$ cat src/rtl/rmez_pkg.sv
// Shared types, constants and helpers of the ZYX Euler angle converter.
package rmez_pkg;

    localparam int CW = 30;                 // CORDIC x/y datapath width
    localparam int AW = 21;                 // CORDIC angle width, 2^-16 rad
    localparam int SW = 32;                 // square root datapath width
    localparam int SQ_STEPS = 16;           // one root bit per stage

    localparam logic signed [AW-1:0] PI_Q16 = 21'sd205887;
    localparam logic signed [17:0] PI_Q13 = 18'sd25736;
    localparam logic signed [17:0] HALF_PI_Q13 = 18'sd12868;
    localparam logic signed [15:0] ONE_Q14 = 16'sd16384;

    typedef enum logic [1:0] {
        MODE_NORMAL    = 2'd0,
        MODE_LOCK_LOW  = 2'd1,
        MODE_LOCK_HIGH = 2'd2
    } mode_t;

    // Atan2 operands carried beside the square root.
    typedef struct packed {
        mode_t              mode;
        logic signed [16:0] y_num;   // -r20
        logic signed [16:0] z_num;
        logic signed [16:0] z_den;
        logic signed [16:0] x_num;
        logic signed [16:0] x_den;
    } side_t;

    typedef struct packed {
        logic signed [CW-1:0] x;
        logic signed [CW-1:0] y;
        logic signed [AW-1:0] ang;
    } lane_t;

    // atan(2^-i) in 2^-16 rad, rounded.
    function automatic logic signed [AW-1:0] atan_tab(input int i);
        logic signed [AW-1:0] t;
        case (i)
            0:  t = 21'sd51472;
            1:  t = 21'sd30386;
            2:  t = 21'sd16055;
            3:  t = 21'sd8150;
            4:  t = 21'sd4091;
            5:  t = 21'sd2047;
            6:  t = 21'sd1024;
            7:  t = 21'sd512;
            8:  t = 21'sd256;
            9:  t = 21'sd128;
            10: t = 21'sd64;
            11: t = 21'sd32;
            12: t = 21'sd16;
            13: t = 21'sd8;
            14: t = 21'sd4;
            15: t = 21'sd2;
            16: t = 21'sd1;
            default: t = '0;
        endcase
        return t;
    endfunction

    // Scale by 256 and fold the left half plane onto the right.
    function automatic lane_t cordic_pre(input logic signed [16:0] num,
                                         input logic signed [16:0] den);
        lane_t l;
        logic signed [CW-1:0] xs;
        logic signed [CW-1:0] ys;
        xs = CW'(den) <<< 8;
        ys = CW'(num) <<< 8;
        if (den < 0) begin
            l.x = -xs;
            l.y = -ys;
            l.ang = (num >= 0) ? PI_Q16 : -PI_Q16;
        end else begin
            l.x = xs;
            l.y = ys;
            l.ang = '0;
        end
        return l;
    endfunction

    // Round to Q3.13 and clamp to +-pi.
    function automatic logic signed [15:0] cordic_post(input logic signed [AW-1:0] ang);
        logic signed [AW-1:0] r;
        logic signed [AW-1:0] lim;
        r = (ang + AW'(4)) >>> 3;
        lim = AW'(PI_Q13);
        if (r > lim) begin
            r = lim;
        end else if (r < -lim) begin
            r = -lim;
        end
        return r[15:0];
    endfunction

endpackage

$ cat src/rtl/rmez_cordic_stage.sv
// One vectoring CORDIC micro-rotation with its register.
module rmez_cordic_stage #(
    parameter int I = 0
) (
    input  logic             aclk,
    input  logic             en,
    input  rmez_pkg::lane_t  lane_in,
    output rmez_pkg::lane_t  lane_reg
);
    import rmez_pkg::*;

    lane_t lane_next;
    logic signed [CW-1:0] dx;
    logic signed [CW-1:0] dy;

    always_comb begin
        dx = lane_in.y >>> I;
        dy = lane_in.x >>> I;
        lane_next = lane_in;
        if (lane_in.y > 0) begin
            lane_next.x = lane_in.x + dx;
            lane_next.y = lane_in.y - dy;
            lane_next.ang = lane_in.ang + atan_tab(I);
        end else if (lane_in.y < 0) begin
            lane_next.x = lane_in.x - dx;
            lane_next.y = lane_in.y + dy;
            lane_next.ang = lane_in.ang - atan_tab(I);
        end
    end

    always_ff @(posedge aclk) begin
        if (en) begin
            lane_reg <= lane_next;
        end
    end

endmodule

$ cat config.mk
export PLATFORM = sky130hd
export DESIGN_NAME = rmez_cordic_stage
export DESIGN_NICKNAME = d
export VERILOG_FILES = /design/src/rtl/rmez_pkg.sv /design/src/rtl/rmez_cordic_stage.sv
export SDC_FILE = /design/constraint.sdc
export NUM_CORES = 1
export LEC_CHECK = 0
export BUFFER_PORTS_ARGS = -buffer_cell sky130_fd_sc_hd__buf_2
export CORE_MARGIN = 5
export CORE_UTILIZATION = 40
export DETAILED_ROUTE_END_ITERATION = 7
export GPL_TIMING_DRIVEN = 0
export PLACE_DENSITY_LB_ADDON = 0.2
export SLEW_MARGIN = 15
export SYNTH_ARGS = -nofsm -noshare
export SYNTH_HDL_FRONTEND = slang
export SYNTH_SLANG_ARGS = --single-unit
$ cat constraint.sdc
create_clock -name aclk -period 9.3 [get_ports aclk]
set_input_delay 1.395 -clock aclk [delete_from_list [all_inputs] [get_ports aclk]]
set_output_delay 1.395 -clock aclk [all_outputs]
set_load 0.01 [all_outputs]
==> metrics <==
Power Internal 855 uW; pin count of the biggest net entering global routing 54; flops & latches, synth 81; net switching power 569 uW; number of remaining DRC errors 0; # clock sinks 81; number of synthesis warnings 0; port bufs 161; synthesized area 0.00876 mm^2; final period utilization 50.7%; status complete, no violations; post-synthesis async set-or-reset flop share 0%; Synth Flop Type edfxtp_1; Vias 9692; critical path class primary input to flip-flop; RePlAce Congestion 0.967; Yosys cell types 73; die height 158 um; switch share 39.9%; critical path endpoint category flip-flop; post-route cell area 0.0102 mm^2; RSZ-0062 raised after global routing false; Leak 4.42 nW; Post-CTS Setup Repair Bufs 0; Die W 158 um; Peak supply drop 0.0799 mV; TritonCTS buffer count 9; combinational share of power 41.1%; crit path time final 4720 ps; # rows 54; I/O Pins 164; dpl cells 1524; routed length per instance 23.4 um; CTS Buffer Depth 2; vias in the first global route 8875; post-layout util 47.2%; post_cts resized 0; vias per cell 6.29; Routed WL 36000 um; Setup TNS 0 ps; Congestion Overflow GR 0; number of synthesized flops with an enable pin 81; fin cells 1541; Rel. slew slack 34.5%; Sequential Power Share 33.6%; cts hold-fix bufs 0; CP max FO 9; CP arrival 4870 ps; Synth Instances 1082; first-pass GRT wire length 52700 um; Worst-path clk slew 70 ps; slew at the pin with the worst max-slew slack 982 ps; P&R area growth vs syn 16.7%; Initial DRT Pass Iterations 7; GRT Total Usage 27.8%; maximum clock rate 212 MHz; Startpoint Class primary input; syn avg cell area 8.10 um^2; TritonCTS clock tree built; root buffer cell clkbuf_16; Seq/Total Area, Yosys 27.8%; CP required 9460 ps; syn nets 1265; power density over cell area 139 mW/mm^2; Starting DRT DRC Count 1164; clock power share 25.3%; # nets final 1438; Final Hold Fails 0; H-tree depth 3; max reg flops 81; share of layout cells above drive strength 1 16.4%; Initial Util 40.4%; Hold Crit Class primary input to flip-flop; final count of negative-setup-slack endpoints 0; dpl hpwl 27500 um; antenna viol nets, final 0; maxcap violations 0; core area 0.0217 mm^2; die area 0.0250 mm^2; initial antenna violation count 1; Placed Area 0.00995 mm^2; Slew Limit Fails 0
## per-layer routing
layer | vias up | global-route usage, % | wire length (um)
li1 | 4360 | - | -
met1 | 4583 | 38.8 | 15100
met2 | 648 | 42.5 | 15600
met3 | 101 | 5.17 | 3830
met4 | 0 | 11.5 | 1490
met5 | - | 0 | 0
## power by group through the flow
stage | Sequential (mW) | Combinational (mW) | Clock (mW)
floorplan | 0.513 | 0.325 | 0
global placement | 0.486 | 0.565 | 0
detailed placement | 0.486 | 0.567 | 0
CTS | 0.479 | 0.571 | 0.367
global route | 0.482 | 0.629 | 0.380
finish | 0.478 | 0.586 | 0.360
## cell families after synthesis
logic type,after synthesis,share of synthesized area [%]
multiplexers,7,0.814
AND/OR/NAND/NOR,281,15.2
AO/OA/AOI/OAI,422,31.5
flip-flops,81,27.8
buffers and inverters,158,6.81
adder cells (fa/ha/maj),100,14.5
XOR/XNOR,33,3.30
## cells in the final DEF (no fill, tap or decap), types with 17 or more instances in the layout
master    synthesis  final
nor3_1           24     24
nand2_1          68     68
a221oi_1         17     17
o22ai_1          31     31
o21ai_0          63     63
nor2_1           85     85
a21o_1           18     18
ha_1             97     97
xnor2_1          22     22
clkbuf_1         56     56
inv_1            91     91
edfxtp_1         81     81
o21bai_1         20     20
buf_2             3    163
nand3_1          22     22
a21oi_1         138    138
## per-stage QoR
step | hold slack [ps] | setup slack, ps | power (mW)
after detailed placement | 1570 | 4310 | 1.05
after global routing | 1210 | 4520 | 1.49
final | 1210 | 4580 | 1.42
after CTS | 1200 | 4660 | 1.42
after floorplan | 1490 | 5290 | 0.839
after global placement | 1570 | 4260 | 1.05
## final timing paths
path | start | endpoint | slack [ps] | cells after the start
min | lane_in[0] | lane_reg[0] | 1210 | 1
max | lane_in[21] | lane_reg[77] | 4580 | 12
## synthesized netlist by cell type (all sizes together) (5+ instances only)
master	count	area [um^2]
mux2i	6	60.1
a21o	18	135
o21a	10	75.1
o22a	6	52.6
o31ai	15	131
a31oi	14	87.6
o22ai	31	194
nand2b	7	43.8
or2	10	62.6
nor2	85	319
a22oi	9	67.6
edfxtp	81	2430
a2bb2oi	7	61.3
o211ai	5	37.5
buf	5	22.5
nor2b	11	68.8
nand3	22	110
nor4	16	106
xor2	11	96.3
a211oi	9	80.1
o221ai	5	43.8
o21bai	20	150
clkbuf	56	210
nor3	24	120
a21oi	138	691
or3	5	31.3
a221oi	17	149
xnor2	22	193
nand2	68	255
o21ai	73	369
nand4	14	87.6
inv	94	353
and3	12	75.1
ha	97	1210
## critical path, cell delays in order
cell and delay, ps:
buf_2 140, ha_1 220, fa_1 450, nor2b_1 180, o221ai_1 280, a211o_1 240
nand2_1 270, a221o_1 450, a2111oi_0 600, nor3_1 160, xnor2_1 170, a221oi_1 310
## cell type report
cell class / count / area (um^2)
Sequential cell: 81 / 2430
Buffer: 61 / 233
Fill cell: 2227 / 11500
Multi-Input combinational cell: 843 / 5730
Tap cell: 280 / 350
Clock inverter: 7 / 52.6
Antenna cell: 1 / 2.50
Inverter: 97 / 364
Timing Repair Buffer: 162 / 836
Clock buffer: 9 / 225
Power figures use the tool's default switching activity.
