**src/rtl/rmez_pkg.sv**
```systemverilog
// Shared types, constants and helpers of the ZYX Euler angle converter.
package rmez_pkg;

    localparam int CW = 30;                 // CORDIC x/y datapath width
    localparam int AW = 21;                 // CORDIC angle width, 2^-16 rad
    localparam int SW = 32;                 // square root datapath width
    localparam int SQ_STEPS = 16;           // one root bit per stage

    localparam logic signed [AW-1:0] PI_Q16 = 21'sd205887;
    localparam logic signed [17:0] PI_Q13 = 18'sd25736;
    localparam logic signed [17:0] HALF_PI_Q13 = 18'sd12868;
    localparam logic signed [15:0] ONE_Q14 = 16'sd16384;

    typedef enum logic [1:0] {
        MODE_NORMAL    = 2'd0,
        MODE_LOCK_LOW  = 2'd1,
        MODE_LOCK_HIGH = 2'd2
    } mode_t;

    // Atan2 operands carried beside the square root.
    typedef struct packed {
        mode_t              mode;
        logic signed [16:0] y_num;   // -r20
        logic signed [16:0] z_num;
        logic signed [16:0] z_den;
        logic signed [16:0] x_num;
        logic signed [16:0] x_den;
    } side_t;

    typedef struct packed {
        logic signed [CW-1:0] x;
        logic signed [CW-1:0] y;
        logic signed [AW-1:0] ang;
    } lane_t;

    // atan(2^-i) in 2^-16 rad, rounded.
    function automatic logic signed [AW-1:0] atan_tab(input int i);
        logic signed [AW-1:0] t;
        case (i)
            0:  t = 21'sd51472;
            1:  t = 21'sd30386;
            2:  t = 21'sd16055;
            3:  t = 21'sd8150;
            4:  t = 21'sd4091;
            5:  t = 21'sd2047;
            6:  t = 21'sd1024;
            7:  t = 21'sd512;
            8:  t = 21'sd256;
            9:  t = 21'sd128;
            10: t = 21'sd64;
            11: t = 21'sd32;
            12: t = 21'sd16;
            13: t = 21'sd8;
            14: t = 21'sd4;
            15: t = 21'sd2;
            16: t = 21'sd1;
            default: t = '0;
        endcase
        return t;
    endfunction

    // Scale by 256 and fold the left half plane onto the right.
    function automatic lane_t cordic_pre(input logic signed [16:0] num,
                                         input logic signed [16:0] den);
        lane_t l;
        logic signed [CW-1:0] xs;
        logic signed [CW-1:0] ys;
        xs = CW'(den) <<< 8;
        ys = CW'(num) <<< 8;
        if (den < 0) begin
            l.x = -xs;
            l.y = -ys;
            l.ang = (num >= 0) ? PI_Q16 : -PI_Q16;
        end else begin
            l.x = xs;
            l.y = ys;
            l.ang = '0;
        end
        return l;
    endfunction

    // Round to Q3.13 and clamp to +-pi.
    function automatic logic signed [15:0] cordic_post(input logic signed [AW-1:0] ang);
        logic signed [AW-1:0] r;
        logic signed [AW-1:0] lim;
        r = (ang + AW'(4)) >>> 3;
        lim = AW'(PI_Q13);
        if (r > lim) begin
            r = lim;
        end else if (r < -lim) begin
            r = -lim;
        end
        return r[15:0];
    endfunction

endpackage

```
**src/rtl/rmez_isqrt_stage.sv**
```systemverilog
// One stage of the pipelined digit-by-digit integer square root.
module rmez_isqrt_stage #(
    parameter int K = 0
) (
    input  logic               aclk,
    input  logic               aresetn,
    input  logic               en,
    input  logic               vld_in,
    input  logic [31:0]        v_in,
    input  logic [31:0]        res_in,
    input  rmez_pkg::side_t    side_in,
    output logic               vld_reg,
    output logic [31:0]        v_reg,
    output logic [31:0]        res_reg,
    output rmez_pkg::side_t    side_reg
);
    import rmez_pkg::*;

    localparam logic [SW-1:0] BIT = SW'(1) << (2 * K);

    logic [SW-1:0] trial;
    logic [SW-1:0] v_next;
    logic [SW-1:0] res_next;

    always_comb begin
        trial = res_in + BIT;
        if (v_in >= trial) begin
            v_next = v_in - trial;
            res_next = (res_in >> 1) + BIT;
        end else begin
            v_next = v_in;
            res_next = res_in >> 1;
        end
    end

    always_ff @(posedge aclk) begin
        if (!aresetn) begin
            vld_reg <= 1'b0;
        end else if (en) begin
            vld_reg <= vld_in;
        end
    end

    always_ff @(posedge aclk) begin
        if (en) begin
            v_reg <= v_next;
            res_reg <= res_next;
            side_reg <= side_in;
        end
    end

endmodule

```
**config.mk**
```make
export PLATFORM = sky130hd
export DESIGN_NAME = rmez_isqrt_stage
export DESIGN_NICKNAME = d
export VERILOG_FILES = /design/src/rtl/rmez_pkg.sv /design/src/rtl/rmez_isqrt_stage.sv
export SDC_FILE = /design/constraint.sdc
export NUM_CORES = 1
export LEC_CHECK = 0
export ABC_CLOCK_PERIOD_IN_PS = 10400
export BUFFER_PORTS_ARGS = -buffer_cell sky130_fd_sc_hd__buf_2
export CAP_MARGIN = 5
export CORE_MARGIN = 2
export CORE_UTILIZATION = 53
export DETAILED_ROUTE_END_ITERATION = 8
export PLACE_DENSITY = 0.86
export RECOVER_POWER = 100
export SETUP_SLACK_MARGIN = 0.15
export SYNTH_ARGS = -nofsm -noshare
export SYNTH_HDL_FRONTEND = slang
export SYNTH_SLANG_ARGS = --single-unit
```
**constraint.sdc**
```tcl
create_clock -name aclk -period 10.4 [get_ports aclk]
set_clock_uncertainty 0.05 [all_clocks]
set_input_delay 0 -clock aclk [delete_from_list [all_inputs] [get_ports aclk]]
set_output_delay 0 -clock aclk [all_outputs]
set_load 0.02 [all_outputs]
```
==> flow_summary.toml <==
[pwr]
vdd_drop_max_v = 0.000115
power_density_nw_per_um2 = 159
total_power_w = 0.00181
leakage_nw = 4.41

[logic_synthesis]
synth_ff_type = "edfxtp_1"
synth-async-reset-ratio = 0
syn_area_per_cell_um2 = 12.0
synth_seq_area_share = 0.582
synth_nets = 843
synth-warning-count = 0
ys_seq_elements = 152
synth-edff-count = 151
synth_area_um2 = 7830
syn_inst = 653
synth_cell_types = 62

[final_layout]
largest_reg_flops = 87
final_cell_area_um2 = 11400
area_delta_synth_final_pct = 45.4
nNetsFinal = 1300
final_layout_size_suffix_gt1_frac = 0.155

[cts]
cts_tree = "yes"
cts.clk_slew.worst_paths_ps = 70
ctsRootBufferMaster = "clkbuf_16"
cts.path.max_buffers = 2
cts_made_buffers = 17
cts_htree_levels = 4
post_cts_buffers = 0
clk_latency_ps = 420
cts_repair_resize_count = 0
cts_hold_buf = 158
cts.sinks = 152

[setup_path]
crit_slowest_cell = "a31o_1"
critical_path_required_ps = 10530
slowest_delay_ps = 1930
path_max_fanout = 71
critical_path_class = "in -> reg"
critPathBufInv = 3
cp.arrival_ps = 7420
path_cells = "dlygate4sd3_1 -> clkbuf_1 -> ha_1 -> and3_1 -> and3_1 -> and3_1 -> and3_1 -> and4_1 -> and3_1 -> nand2_1 -> xor2_1 -> ha_1 -> nand4_1 -> nor2_1 -> nand2_1 -> a221o_1 -> a21oi_1 -> a31o_1 -> and2_0 -> nand4_1 -> xnor2_1 -> dlygate4sd3_1"
cpMostUsedCell = "and3_1"
cpLargestDelayFamily = "compound AO/OA/AOI/OAI gates"
critPathLaunchType = "primary input"
worst_setup_path_end_kind = "flip-flop"

[status]
violations = "capacitance limit, slew limit"
status = "finished, violations left"

[placement]
finalWeightedCongestion = 0.948
dpl.hpwl_um = 16500
pre_cts_slack_ps = 5480
postPlaceCellArea_um2 = 9460
port_buffers = 306

[die]
rows = 44
core_area_um2 = 14500
die_w_um = 126
initial_core_util = 0.541
die-area_um2 = 15800
io_pins = 307
die_h_um = 126

[routing]
first_pass_iters = 6
drt_iter0_markers = 909
final_antenna_net_count = 0
wl_per_cell_um = 21.7
routed_wl_um = 28500
via_per_inst = 5.87
drc = 0
vias = 7689

[timing]
finalHoldWorstSlack_ps = 224
worst_slew_pin_slew_ps = 4820
finalCritPeriodShare = 0.701
period_minus_slack_ps = 7290
drv_slew = 227
layout_setup_ws_ps = 3110
rsz0062_at_grt = "no"
setup_viol = 0
slew_headroom = -2.21
setup_tns_ps = 0
hold_viol = 0
fmax_mhz = 137

[global_routing]
grt_max_degree = 88
grt_pass1_wl_um = 43000
antenna_found_initial = 2
grt_pass1_vias = 7805
grt-ovfl-total = 0
grt_use_total = 0.355

[min_path]
hp-class = "in -> reg"

[flow_run]
maxCapViolations = 3
[path summary, 6_finish.rpt]
check                           slack, ps  cells after the start                endpoint            startpoint
worst max-delay path                 3110                     22   res_reg[11]$_DFFE_PP_             res_in[2]
worst min register to register       1060                      3    vld_reg$_SDFFE_PN0P_  vld_reg$_SDFFE_PN0P_
worst max register to register       9070                      3    vld_reg$_SDFFE_PN0P_  vld_reg$_SDFFE_PN0P_
worst min-delay path                  220                      2  side_reg[58]$_DFFE_PP_           side_in[58]
[where the power goes]
part / internal, W / total [W] / switching, W
logic: 0.000150 / 0.000413 / 0.000263
clock network: 0.000341 / 0.000631 / 0.000291
registers: 0.000746 / 0.000766 / 0.0000203
[synth_stat cells (all sizes together), types with 2 or more instances]
library cell,count,area share
xnor2,45,0.050
xor2,42,0.047
nor3,5,0.0038
nand4,23,0.019
buf,15,0.012
nand2b,6,0.0048
clkbuf,12,0.0061
and2,7,0.0059
nor2b,3,0.0024
a21oi,56,0.037
o21ai,24,0.016
a21o,12,0.012
o31ai,5,0.0072
nand2,54,0.026
inv,16,0.0077
nand3,24,0.016
a31oi,10,0.011
edfxtp,151,0.58
or4,2,0.0019
o21a,2,0.0019
ha,34,0.054
o21bai,3,0.0029
o22ai,2,0.0016
nor2,57,0.028
and3,14,0.011
and4,4,0.0045
a211oi,7,0.0074
[logic make-up (layout without fill, tap and decap cells)]
group / Yosys count / after routing / synth area share
simple gates: 203 / 203 / 0.127
flops: 152 / 152 / 0.582
compound gates: 131 / 131 / 0.109
xor+xnor: 87 / 87 / 0.0973
buf+inv: 43 / 513 / 0.0257
fa+ha+maj: 35 / 35 / 0.0569
mux: 2 / 2 / 0.00272
other cells: 0 / 2 / 0
[stage by stage]
stage | instances | utilization
after floorplan | 653 | -
after global placement | 1117 | 0.654
after detailed placement | 1117 | 0.654
after CTS | 1307 | 0.804
after global routing | 1309 | 0.786
final | 1309 | 0.786
[layout make-up]
cell class | instances | area [um^2]
sequential | 152 | 4550
clock buffer | 17 | 425
timing repair buffer | 465 | 2900
antenna | 2 | 5.00
inverter | 16 | 60.1
fill | 901 | 3100
clock inverter | 15 | 165
tap | 184 | 230
multi-input combinational | 458 | 3050
[worst reg2reg max path, stage by stage, from the launching register on]
cell and delay (ps):
dfxtp_1 330, mux2i_1 80, nor2b_1 260, dlygate4sd3_1 560
[routing by layer]
metal  wire, um  GRT usage  vias to the layer above
met3       2890     0.0997                      128
met1       9470      0.397                     3610
met2      14400      0.617                      613
met4       1720      0.187                        0
met5          0          0                        -
li1           -          -                     3338
[placed cells by master (no fill, tap or decap), types with 24 or more instances in the layout]
master,n
clkbuf_1,175
dlygate4sd3_1,158
edfxtp_1,151
buf_2,130
nor2_1,57
a21oi_1,55
nand2_1,54
xnor2_1,45
xor2_1,42
ha_1,34
nand3_1,24
Power figures use the tool's default switching activity.
